File: src/sv/gbk_ss_pkg.sv
// Shared codes, constants, types and helpers for the GBK sentence splitter.
package gbk_ss_pkg;

   // Input action codes
   localparam logic [1:0] ACT_TEXT      = 2'd0;
   localparam logic [1:0] ACT_LINE_END  = 2'd1;
   localparam logic [1:0] ACT_INPUT_END = 2'd2;

   // Result kind codes
   localparam logic KIND_TEXT  = 1'b0;
   localparam logic KIND_BREAK = 1'b1;

   // Byte values that matter to the character and punctuation logic
   localparam logic [7:0] SINGLE_LIMIT = 8'd128;
   localparam logic [7:0] LEAD_A1      = 8'd161;
   localparam logic [7:0] LEAD_A3      = 8'd163;
   localparam logic [7:0] TRAIL_DASH   = 8'd170;
   localparam logic [7:0] TRAIL_A1     = 8'd161;
   localparam logic [7:0] TRAIL_A3     = 8'd163;
   localparam logic [7:0] TRAIL_AC     = 8'd172;
   localparam logic [7:0] TRAIL_B0     = 8'd176;
   localparam logic [7:0] TRAIL_B1     = 8'd177;
   localparam logic [7:0] TRAIL_BA     = 8'd186;
   localparam logic [7:0] TRAIL_BB     = 8'd187;
   localparam logic [7:0] TRAIL_BF     = 8'd191;

   // Dash run counter saturates here (two or more dashes)
   localparam logic [1:0] DASH_RUN_MIN = 2'd2;

   // Most results one transaction can cause
   localparam int RES_MAX = 4;
   localparam int RES_CNT_W = $clog2(RES_MAX + 1);
   localparam int RES_IDX_W = $clog2(RES_MAX);

   typedef struct packed {
      logic       kind;
      logic [7:0] data;
   } res_entry_type;

   typedef struct packed {
      logic [RES_CNT_W-1:0]      count;
      res_entry_type [RES_MAX-1:0] ent;
   } res_list_type;

   typedef struct packed {
      logic [7:0] held_lead;
      logic       lead_waiting;
      logic [1:0] dash_run;
   } split_state_type;

   // Double-byte punctuation codes that end a sentence
   function automatic logic is_punct(logic [7:0] lead, logic [7:0] trail);
      logic hit;
      hit = 1'b0;
      if (lead == LEAD_A3) begin
         hit = (trail == TRAIL_A1) || (trail == TRAIL_BB) || (trail == TRAIL_AC) ||
               (trail == TRAIL_BF) || (trail == TRAIL_BA);
      end else if (lead == LEAD_A1) begin
         hit = (trail == TRAIL_A3) || (trail == TRAIL_B0) || (trail == TRAIL_B1);
      end
      return hit;
   endfunction

   // Append one result to a list
   function automatic res_list_type push(res_list_type lst, logic kind, logic [7:0] data);
      res_list_type r;
      r = lst;
      r.ent[lst.count[RES_IDX_W-1:0]] = '{kind: kind, data: data};
      r.count = lst.count + RES_CNT_W'(1);
      return r;
   endfunction

endpackage

File: src/sv/gbk_ss_decode.sv
// Combinational decode: one registered transaction to its result list and next state.
module gbk_ss_decode (
   input  logic [1:0]                  action,
   input  logic [7:0]                  byte_value,
   input  gbk_ss_pkg::split_state_type cur_state,
   output gbk_ss_pkg::res_list_type    res_list,
   output gbk_ss_pkg::split_state_type nxt_state
);
   import gbk_ss_pkg::*;

   always_comb begin
      res_list  = '0;
      nxt_state = cur_state;
      unique case (action)
         ACT_TEXT: begin
            if (cur_state.lead_waiting) begin
               // Pair the held lead with this trail
               nxt_state.lead_waiting = 1'b0;
               nxt_state.held_lead    = '0;
               if ((cur_state.held_lead == LEAD_A1) && (byte_value == TRAIL_DASH)) begin
                  res_list = push(res_list, KIND_TEXT, cur_state.held_lead);
                  res_list = push(res_list, KIND_TEXT, byte_value);
                  if (cur_state.dash_run < DASH_RUN_MIN) begin
                     nxt_state.dash_run = cur_state.dash_run + 2'd1;
                  end
               end else begin
                  if (cur_state.dash_run >= DASH_RUN_MIN) begin
                     res_list = push(res_list, KIND_BREAK, 8'd0);
                  end
                  nxt_state.dash_run = '0;
                  res_list = push(res_list, KIND_TEXT, cur_state.held_lead);
                  res_list = push(res_list, KIND_TEXT, byte_value);
                  if (is_punct(cur_state.held_lead, byte_value)) begin
                     res_list = push(res_list, KIND_BREAK, 8'd0);
                  end
               end
            end else if (byte_value < SINGLE_LIMIT) begin
               // Single-byte character ends any dash run
               if (cur_state.dash_run >= DASH_RUN_MIN) begin
                  res_list = push(res_list, KIND_BREAK, 8'd0);
               end
               nxt_state.dash_run = '0;
               res_list = push(res_list, KIND_TEXT, byte_value);
            end else begin
               // Hold the lead byte until its trail arrives
               nxt_state.held_lead    = byte_value;
               nxt_state.lead_waiting = 1'b1;
            end
         end
         ACT_LINE_END, ACT_INPUT_END: begin
            // Flush the dash break and any lone lead byte
            if (cur_state.dash_run >= DASH_RUN_MIN) begin
               res_list = push(res_list, KIND_BREAK, 8'd0);
            end
            if (cur_state.lead_waiting) begin
               res_list = push(res_list, KIND_TEXT, cur_state.held_lead);
            end
            nxt_state = '0;
            if (action == ACT_INPUT_END) begin
               res_list = push(res_list, KIND_BREAK, 8'd0);
            end
         end
         default: begin
            // Unused action code: no results, state kept
         end
      endcase
   end

endmodule

File: src/sv/gbk_ss_out_buf.sv
// Result register: holds one transaction's results; sends one per cycle unless stalled.
module gbk_ss_out_buf (
   input  logic                     clock,
   input  logic                     reset,
   input  logic                     load,
   input  gbk_ss_pkg::res_list_type res_list,
   output logic                     free,
   output logic                     rsp_valid,
   input  logic                     rsp_ready,
   output logic                     rsp_kind,
   output logic [7:0]               rsp_out_byte,
   output logic                     rsp_last
);
   import gbk_ss_pkg::*;

   res_entry_type [RES_MAX-1:0] ent_ff, ent_in;
   logic [RES_CNT_W-1:0]        rem_ff, rem_in;
   logic                        take;

   assign rsp_valid    = (rem_ff != '0);
   assign take         = rsp_valid && rsp_ready;
   assign rsp_last     = (rem_ff == RES_CNT_W'(1));
   assign rsp_kind     = ent_ff[0].kind;
   assign rsp_out_byte = ent_ff[0].data;
   // Empty, or the final entry leaves this cycle
   assign free         = !rsp_valid || (rsp_last && rsp_ready);

   // Load a new list, or advance the current one
   always_comb begin
      ent_in = ent_ff;
      rem_in = rem_ff;
      if (load) begin
         ent_in = res_list.ent;
         rem_in = res_list.count;
      end else if (take) begin
         for (int i = 0; i < RES_MAX - 1; i++) begin
            ent_in[i] = ent_ff[i+1];
         end
         rem_in = rem_ff - RES_CNT_W'(1);
      end
   end

   always_ff @(posedge clock) begin
      if (reset) begin
         rem_ff <= '0;
      end else begin
         rem_ff <= rem_in;
      end
   end

   always_ff @(posedge clock) begin
      ent_ff <= ent_in;
   end

endmodule

File: src/sv/gbk_sentence_splitter.sv
// Top level of the GBK sentence splitter: input register, decode, result register.
//
//   channel | ports                                       | direction
//   req     | req_valid req_ready req_action req_byte_value | in
//   rsp     | rsp_valid rsp_ready rsp_kind rsp_out_byte rsp_last | out
//
// A transaction is registered in the input stage, decoded combinationally
// into up to four results and loaded into the result register, which puts
// the first result on rsp.
// The result register sends one result per cycle while rsp_ready is high.
// The registered transaction moves on when the result register is empty or
// its last result leaves, and a new one is accepted in that same cycle.
// Synchronous active-high reset clears the input stage, result count and
// character/dash state. A stall on rsp holds both stages.
module gbk_sentence_splitter (
   input  logic       clock,
   input  logic       reset,
   input  logic       req_valid,
   output logic       req_ready,
   input  logic [1:0] req_action,
   input  logic [7:0] req_byte_value,
   output logic       rsp_valid,
   input  logic       rsp_ready,
   output logic       rsp_kind,
   output logic [7:0] rsp_out_byte,
   output logic       rsp_last
);
   import gbk_ss_pkg::*;

   logic            in_valid_ff, in_valid_in;
   logic [1:0]      in_action_ff;
   logic [7:0]      in_byte_ff;
   split_state_type state_ff, state_in, state_nxt;
   res_list_type    res_list;
   logic            buf_free;
   logic            advance;

   // Move the registered transaction into the result register
   assign advance   = in_valid_ff && buf_free;
   assign req_ready = !in_valid_ff || advance;

   always_comb begin
      in_valid_in = in_valid_ff;
      if (req_valid && req_ready) begin
         in_valid_in = 1'b1;
      end else if (advance) begin
         in_valid_in = 1'b0;
      end
      state_in = advance ? state_nxt : state_ff;
   end

   always_ff @(posedge clock) begin
      if (reset) begin
         in_valid_ff <= 1'b0;
         state_ff    <= '0;
      end else begin
         in_valid_ff <= in_valid_in;
         state_ff    <= state_in;
      end
   end

   // Capture the payload on acceptance
   always_ff @(posedge clock) begin
      if (req_valid && req_ready) begin
         in_action_ff <= req_action;
         in_byte_ff   <= req_byte_value;
      end
   end

   gbk_ss_decode u_decode (
      .action     (in_action_ff),
      .byte_value (in_byte_ff),
      .cur_state  (state_ff),
      .res_list   (res_list),
      .nxt_state  (state_nxt)
   );

   gbk_ss_out_buf u_out_buf (
      .clock        (clock),
      .reset        (reset),
      .load         (advance),
      .res_list     (res_list),
      .free         (buf_free),
      .rsp_valid    (rsp_valid),
      .rsp_ready    (rsp_ready),
      .rsp_kind     (rsp_kind),
      .rsp_out_byte (rsp_out_byte),
      .rsp_last     (rsp_last)
   );

endmodule

File: config.mk
export PLATFORM = sky130hd
export DESIGN_NAME = gbk_sentence_splitter
export DESIGN_NICKNAME = d
export VERILOG_FILES = /design/src/sv/gbk_ss_pkg.sv /design/src/sv/gbk_ss_decode.sv /design/src/sv/gbk_ss_out_buf.sv /design/src/sv/gbk_sentence_splitter.sv
export SDC_FILE = /design/constraint.sdc
export NUM_CORES = 1
export LEC_CHECK = 0
export BUFFER_PORTS_ARGS = -buffer_cell sky130_fd_sc_hd__buf_2
export CORE_MARGIN = 2
export CORE_UTILIZATION = 38
export CTS_BUF_LIST = sky130_fd_sc_hd__clkbuf_16
export DETAILED_ROUTE_END_ITERATION = 12
export PLACE_DENSITY = 0.67
export SETUP_SLACK_MARGIN = 0.4
export SYNTH_ARGS = -nofsm -noshare
export SYNTH_HDL_FRONTEND = slang
export SYNTH_SLANG_ARGS = --single-unit
export TNS_END_PERCENT = 20
File: constraint.sdc
create_clock -name clock -period 2.2 [get_ports clock]
set_input_delay 0.33 -clock clock [delete_from_list [all_inputs] [get_ports clock]]
set_output_delay 0.33 -clock clock [all_outputs]
set_load 0.005 [all_outputs]
* After elaboration in Yosys (flattened, before gate mapping)
Cells that the tools add are included.
** Cells by class
- $add $sub $neg :: 8
- Order comparisons :: 15
- Equal/unequal tests :: 17
- Mux-type cells :: 49
- Bitwise logic cells :: 6
- Reduce and logical (&&, ||, !) cells :: 30
** Operators by type and width (count)
- $mux 39 :: 14
- $bwmux 36 :: 4
- $demux 9 s2 :: 6
- $eq 8x8->1 const B :: 11
- $pmux 39 s2 :: 1
- $and 32x32->32 :: 2
- $not 32->32 :: 2
- $mux 9 :: 7
- $mux 27 :: 2
- $mux 37 :: 1
- $pmux 11 s2 :: 1
- $add 3x1->3 const B :: 6
- $lt 2x3->1 const B :: 6
- $ge 2x1->1 const B :: 6
- $logic_and 1x1->1 :: 11
- $mux 11 :: 1
- $logic_or 1x1->1 :: 8
- $lt 8x8->1 const B :: 1
- $or 4x4->4 :: 2
- $mux 1 :: 7
- $mux 2 :: 3
- $mux 3 :: 2
- $reduce_bool 2->1 :: 3
- $ne 4x4->1 const B :: 1
- 16 further kinds :: 17
** Word-level totals
- Register bits after elaboration :: 61
- Input port bits :: 14
- Output and inout bits :: 12
- Logic and storage cells :: 140

* Depth between registers and ports, before layout
Gate-level depths: netlist of run 1.
- Depth in word-level cells :: 19
- Gate-level depth with buffers :: 11
- Gate-level depth less buffers :: 10

* Modules after synthesis
Synthesis of run 1 repeated with hierarchy kept, for this count alone.
** Unflattened totals
- Cell total of the unflattened synthesis :: 350
- Area total of the unflattened synthesis :: 3702.3 um2
** By module, submodules not included
- gbk_ss_out_buf :: times used 1, cells each 102, area an instance 1719.1 um2, seq. area each 1141.1 um2
- gbk_ss_decode :: times used 1, cells each 183, area an instance 1157.4 um2, seq. area each 0.0 um2
- gbk_sentence_splitter :: times used 1, cells each 65, area an instance 825.8 um2, seq. area each 540.5 um2

* Worst setup path before layout of run 1
Ideal clock, no wire load.
- Path type :: register to register
- Start point :: reg in_byte_ff[2]
- End point :: reg u_out_buf.ent_ff[15] (netlist bit), data pin
- Setup time :: 0.130 ns
- Arrival :: 2.210 ns
- Required time :: 2.070 ns
- Path slack :: -0.139 ns
- Stages on the path, launching flop included :: 7
- Buffers on the path :: 1
- Period minus slack after synthesis :: 2.339 ns
- Cell sequence :: edfxtp_1 or4b_1 or4_4 buf_6 a21o_2 a21oi_1 a221o_2
** RTL lines
- start: declaration :: line gbk_sentence_splitter.sv:32 : logic [7:0] in_byte_ff;
- start signal: assignment :: line gbk_sentence_splitter.sv:66 : in_byte_ff <= req_byte_value;
- end signal: assignment :: line gbk_ss_out_buf.sv:52 : ent_ff <= ent_in;
- end: declaration :: line gbk_ss_out_buf.sv:16 : res_entry_type [RES_MAX-1:0] ent_ff, ent_in;

* Worst setup path after layout of run 1
- Start point :: reg state_ff[9] (netlist bit)
- End point :: reg state_ff[0] (netlist bit)
** On the way
- Cells in the longest elaborated chain, start to end :: 5
- Elaborated cells on any way between the ends :: 7
- Classes of those cells :: eq/ne: 2; mux: 3; reduce/logical: 2
** RTL lines
- start: declaration :: line gbk_sentence_splitter.sv:33 : split_state_type state_ff, state_in, state_nxt;
- start signal: assignment :: line gbk_sentence_splitter.sv:58 : state_ff <= state_in;
- $eq 8x8->1 (*) :: line gbk_ss_decode.sv:20 : if ((cur_state.held_lead == LEAD_A1) && (byte_value == TRAIL_DASH)) begin
- $logic_and 1x1->1 (*) :: line gbk_ss_decode.sv:20
- $mux 2 :: line gbk_ss_decode.sv:20
- $mux 11 :: line gbk_ss_decode.sv:16 : if (cur_state.lead_waiting) begin
- $pmux 11 s2 :: line gbk_ss_decode.sv:14 : unique case (action)
Mark *: on every way between the ends. The rest lies on a longest branch, timed or not.
A chain may end at the register's enable or synchronous reset.

==> results of run 1 <==
[area by class of cell]
cell class | instances | area [um2]
clock inverters | 3 | 25.0
flip-flops and latches | 53 | 1440
multi-input cells | 186 | 1450
repair buffers | 68 | 459
fillers | 651 | 3590
clock buffers | 5 | 125
well taps | 99 | 124
inverters | 12 | 45.0
[worst register-to-register path, stage by stage, from the launching register on]
cell and delay, ns:
dfxtp_2 0.32, or4b_4 0.53, or4_4 0.60, or2_1 0.26, or4_1 0.40, mux2i_1 0.15
[registers in the layout (all words and copies together) (netlist names)]
signal and cells:
in_action_ff 2, in_byte_ff 8, in_valid_ff 1, state_ff 11, u_out_buf.ent_ff 19, u_out_buf.rem_ff 3, u_out_buf.rsp_kind 1, u_out_buf.rsp_out_byte 8
[through the flow]
| stage | setup WS (ns) | util |
|---|---|---|
| finish | -0.128 | 0.506 |
| global route | -0.195 | 0.506 |
| CTS | -0.0737 | 0.492 |
| detailed placement | -0.0854 | 0.450 |
| global placement | -0.0323 | 0.450 |
| floorplan | -0.0746 | - |
[cell usage in the layout (no fill, tap or decap), types with 5 or more instances in the layout]
| master | count |
|---|---|
| dfxtp_1 | 13 |
| nor2_1 | 20 |
| ha_1 | 13 |
| edfxtp_1 | 38 |
| a21oi_1 | 10 |
| a221o_1 | 5 |
| o21ai_2 | 5 |
| and3_1 | 9 |
| inv_1 | 11 |
| a22oi_2 | 9 |
| nand2_1 | 26 |
| clkbuf_16 | 5 |
| buf_2 | 25 |
| nand3_1 | 6 |
| a22oi_1 | 7 |
| buf_4 | 40 |
| and2_1 | 7 |
[cells by family after synthesis]
| logic type | share of synthesized area |
|---|---|
| multiplexers | 0.0141 |
| AND/OR/NAND/NOR | 0.188 |
| AO/OA/AOI/OAI | 0.166 |
| adder cells (fa/ha/maj) | 0.0659 |
| flip-flops | 0.506 |
| buffers and inverters | 0.0606 |
[where the power goes]
group | switching (mW) | total (mW) | leakage [nW] | internal, mW
Sequential | 0.114 | 1.60 | 0.495 | 1.48
Combinational | 0.830 | 1.53 | 0.853 | 0.695
Clock | 0.371 | 0.801 | 0.0708 | 0.430
Total | 1.32 | 3.92 | 1.42 | 2.61
[repair_timing]
| item | CTS | global route |
|---|---|---|
| cloned | 1 | 0 |
| hold buffers | 0 | 0 |
| buffers inserted | 4 | 2 |
| pin swaps | 17 | 12 |
| endpoints found under the hold margin | 0 | 0 |
| setup endpoints to repair | 71 | 71 |
| resized for setup | 26 | 30 |
[routing by layer]
layer	GRT usage	vias up
met5	0	-
met4	0.0423	0
met3	0.0326	8
met2	0.260	54
met1	0.227	1098
li1	-	1122
[final timing paths]
| kind | startpoint | cells after the start | slack (ns) | to |
|---|---|---|---|---|
| setup / recovery | state_ff[9]$_SDFFE_PP0P_ | 5 | -0.13 | state_ff[0]$_SDFFE_PP0P_ |
| hold / removal | req_action[1] | 1 | 0.21 | in_action_ff[1]$_DFFE_PP_ |
| setup reg to reg | state_ff[9]$_SDFFE_PP0P_ | 5 | -0.13 | state_ff[0]$_SDFFE_PP0P_ |
| hold reg to reg | state_ff[0]$_SDFFE_PP0P_ | 2 | 0.49 | state_ff[0]$_SDFFE_PP0P_ |
==> flow_metrics.tcl, run 1 <==
set metrics [dict create \
    outcome "finished, violations left" \
    violations "negative setup slack" \
    start_kind "flop" \
    first_global_vias 2170 \
    syn_nets 304 \
    routed.top_layer "met4" \
    h-tree-depth 2 \
    fmax_ghz 0.430 \
    path_buf_inv 0 \
    finalPower_mw 3.92 \
    power_leakage_nw 1.42 \
    antenna_found_initial 0 \
    skew_ns 0.00379 \
    globalplace.congestion 0.923 \
    ys_async_sr_fraction 0 \
    slew_violations 0 \
    drive_gt1_frac 0.385 \
    netlist-cell-type-count 50 \
    gr-total-overflow 0 \
    routed-wl-met2_um 3190 \
    slowest_delay_ns 0.60 \
    setup_viol_count_final 15 \
    clock-sinks 53 \
    tritoncts "done" \
    dp_hpwl_um 4630 \
    syn_area_um2 2850 \
    stdcell_count 426 \
    vias 2282 \
    cp_slowest_cell "or4_4" \
    yosysTopAreaCell "edfxtp_1" \
    wl_per_cell_um 15.7 \
    synth_top_area_share 0.401 \
    die-height_um 90.6 \
    path_clk_slew_ns 0.07 \
    crit_family "simple AND/OR/NAND/NOR gates" \
    drt_iter0_markers 180 \
    cts.path.max_buffers 2 \
    synthCells 275 \
    setup.worst_path.end_class "flop" \
    slew_headroom 0.765 \
    grt_util_all_layers 0.163 \
    clockRootBuffer "clkbuf_16" \
    maxCapViolations 0 \
    hold_violations 0 \
    die_area_um2 8200 \
    cp.required_ns 2.42 \
    synth_edf_count 38 \
    place_inst 411 \
    ys_warn_count 0 \
    critical_path.cell_chain "or4b_4, or4_4, or2_1, or4_1, mux2i_1" \
    tns_ns -0.597 \
    stdcell_area_um2 3670 \
    synthTopCellsByCount "edfxtp_1, nand2_1, nor2_1, a22oi_1" \
    port_buffers 25 \
    worst_pin_slew_ns 0.350 \
    firstDrtPassIters 4 \
    ys_seq_area_frac 0.506 \
    cp_max_fo 8 \
    start_util 0.393 \
    synthTopCellsByArea "edfxtp_1, dfxtp_1, ha_1, a22oi_1, nand2_1" \
    avgSynthCellArea_um2 10.4 \
    grt_max_degree 28 \
    final.period_utilization 1.06 \
    avgViaCountPerCell 5.36 \
    crit_type "flop to flop" \
    rsz0062_at_grt "yes" \
    numCtsBuffers 5 \
    synth-main-ff-cell "edfxtp_1" \
    hp-class "input port to flop" \
    synthToLayoutAreaGrowth_pct 28.8 \
    clk_latency_ns 0.29 \
    core_area_um2 7250 \
    routed_wl_um 6680 \
    synth-seq-cells 53 \
    ant_nets 0 \
    route.detailed.drc 0 \
    grt_pass1_wl_um 10800 \
    whs_ns 0.205 \
    power.density_nw_per_um2 1070 \
    met3_length_um 291 \
    fin_ws_ns -0.128 \
    place_area_um2 3260 \
    die_w_um 90.6 \
    yosysMostFrequentCell "edfxtp_1" \
    peakVddDrop_mv 0.398 \
    arrival_ns 2.55 \
    wl_met1_um 3120 \
    diodes 0 \
    row_count 31 \
    period_minus_slack_ns 2.33 \
    nNetsFinal 355 \
    ios 26 \
]
(Power assumes the default switching activity.)
==> run 2: changes to the inputs <==
CTS_BUF_LIST = default   (was sky130_fd_sc_hd__clkbuf_16)
==> run 2 against run 1 <==
Compared with the run above:
- the run still ends with negative setup slack left
- sequential power is essentially flat
- core utilization down 1.2 points
- global-route usage shrank 0.14 points
- flip-flop and latch count stayed put
- die area unchanged
- first-iteration DRC count down 28%
- final area shrank 2.4%
- non-clock buffer count unchanged
- clock skew is 0.0059 ns higher
- via count down 0.18%
- hold slack worse by 0.027 ns
- critical path type unchanged
- critical endpoint unchanged
- largest cell class is now flip-flops and latches
==> flow_metrics.tcl, run 2 (same netlist as run 1, synthesis figures left out) <==
set metrics [dict create \
    skew_ns 0.00971 \
    start_util 0.393 \
    final_cell_mix "edfxtp_1, buf_4, nand2_1" \
    wl_per_cell_um 15.5 \
    firstDrtPassIters 4 \
    hold_violations 0 \
    maxCapViolations 0 \
    final.period_utilization 1.06 \
    vias 2278 \
    power.internal_mw 2.43 \
    worst_pin_slew_ns 0.347 \
    tritoncts "done" \
    crit_type "flop to flop" \
    gr-usage-met3 0.0250 \
    grt_pass1_wl_um 10700 \
    globalplace.congestion 0.923 \
    final_common_cell "edfxtp_1" \
    first_global_vias 2155 \
    clock-sinks 53 \
    dp_hpwl_um 4630 \
    whs_path_depth 1 \
    fin_ws_ns -0.126 \
    power.density_nw_per_um2 1040 \
    violations "negative setup slack" \
    stdcell_count 426 \
    clockRootBuffer "clkbuf_8" \
    power_switching_mw 1.29 \
    drive_gt1_frac 0.349 \
    peakVddDrop_mv 0.415 \
    gr-total-overflow 0 \
    slew_headroom 0.767 \
    top_register "u_out_buf.ent_ff" \
    avgViaCountPerCell 5.35 \
    tns_ns -0.447 \
    grt_max_degree 28 \
    rsz0062_at_grt "yes" \
    route.detailed.drc 0 \
    core_area_um2 7250 \
    port_buffers 25 \
    start_kind "flop" \
    clkPwrFrac 0.156 \
    path_clk_slew_ns 0.10 \
    synthToLayoutAreaGrowth_pct 25.7 \
    use_met1 0.224 \
    die_area_um2 8200 \
    place_inst 411 \
    hp-class "input port to flop" \
    p_comb_frac 0.415 \
    grt_util_all_layers 0.161 \
    diodes 0 \
    numCtsBuffers 5 \
    setup_viol_count_final 9 \
    ctsHoldBuffers 0 \
    setup.worst_path.end_class "flop" \
    antenna_found_initial 0 \
    worst-r2r-cell-count 5 \
    switching_share 0.347 \
    row_count 31 \
    clk_latency_ns 0.32 \
    r2r_slack_ns -0.13 \
    cp_max_fo 8 \
    seqPwrFrac 0.429 \
    top_usage_layer "met2" \
    power_leakage_nw 1.38 \
    use_met2 0.257 \
    drt_iter0_markers 129 \
    reg.largest.list "u_out_buf.ent_ff x19, state_ff x11" \
    die_w_um 90.6 \
    arrival_ns 2.56 \
    period_minus_slack_ns 2.33 \
    largest_reg_flops 19 \
    fmax_ghz 0.430 \
    die-height_um 90.6 \
    nNetsFinal 355 \
    outcome "finished, violations left" \
    slew_violations 0 \
    h-tree-depth 2 \
    routed_wl_um 6600 \
    cp.required_ns 2.44 \
    cts.path.max_buffers 2 \
    ios 26 \
    ant_nets 0 \
]
[run 2: final timing paths]
| kind | from | to |
|---|---|---|
| min | req_action[1] | in_action_ff[1]$_DFFE_PP_ |
| min reg2reg | state_ff[0]$_SDFFE_PP0P_ | state_ff[0]$_SDFFE_PP0P_ |
| max reg2reg | state_ff[9]$_SDFFE_PP0P_ | state_ff[0]$_SDFFE_PP0P_ |
| max | state_ff[9]$_SDFFE_PP0P_ | state_ff[0]$_SDFFE_PP0P_ |
[run 2: power by group through the flow]
| stage | clock network, mW | logic, mW | registers [mW] |
|---|---|---|---|
| after detailed placement | 0 | 1.32 | 1.62 |
| final | 0.582 | 1.54 | 1.60 |
| after floorplan | 0 | 0.913 | 1.60 |
| after global placement | 0 | 1.31 | 1.60 |
| after global routing | 0.642 | 1.69 | 1.63 |
| after CTS | 0.604 | 1.43 | 1.60 |
[run 2: final cells by class]
type,count,area (um2)
multi-input combinational,186,1400
clock buffer,5,68.8
fill,673,3670
tap,99,124
timing repair buffer,68,470
sequential,53,1440
clock inverter,3,25.0
inverter,12,45.0
[run 2: stage by stage]
| stage | instance area, um2 | hold slack [ns] | utilization | setup WS [ns] | power (mW) |
|---|---|---|---|---|---|
| after CTS | 3500 | 0.169 | 0.482 | -0.0835 | 3.64 |
| final | 3580 | 0.178 | 0.494 | -0.126 | 3.72 |
| after global routing | 3580 | 0.169 | 0.494 | -0.190 | 3.97 |
| after global placement | 3260 | 0.461 | 0.450 | -0.0323 | 2.91 |
| after detailed placement | 3260 | 0.468 | 0.450 | -0.0854 | 2.94 |
| after floorplan | 2870 | 0.399 | - | -0.0746 | 2.51 |
[run 2: critical path, cell delays in order (launching register included)]
cell and delay (ns):
dfxtp_2 0.33, or4b_4 0.53, or4_4 0.59, or2_1 0.26
or4_1 0.40, mux2i_1 0.15
[run 2: timing repair]
action / CTS / global route
gates resized for setup: 26 / 14
pin swaps: 12 / 24
setup buffers: 4 / 2
endpoints found under the setup margin: 71 / 71
gates cloned: 1 / 0
[run 2: metal layers]
metal,up-vias,part of all wire
li1,1117,-
met1,1087,0.46
met2,66,0.48
met3,8,0.048
met4,0,0.017
met5,-,0
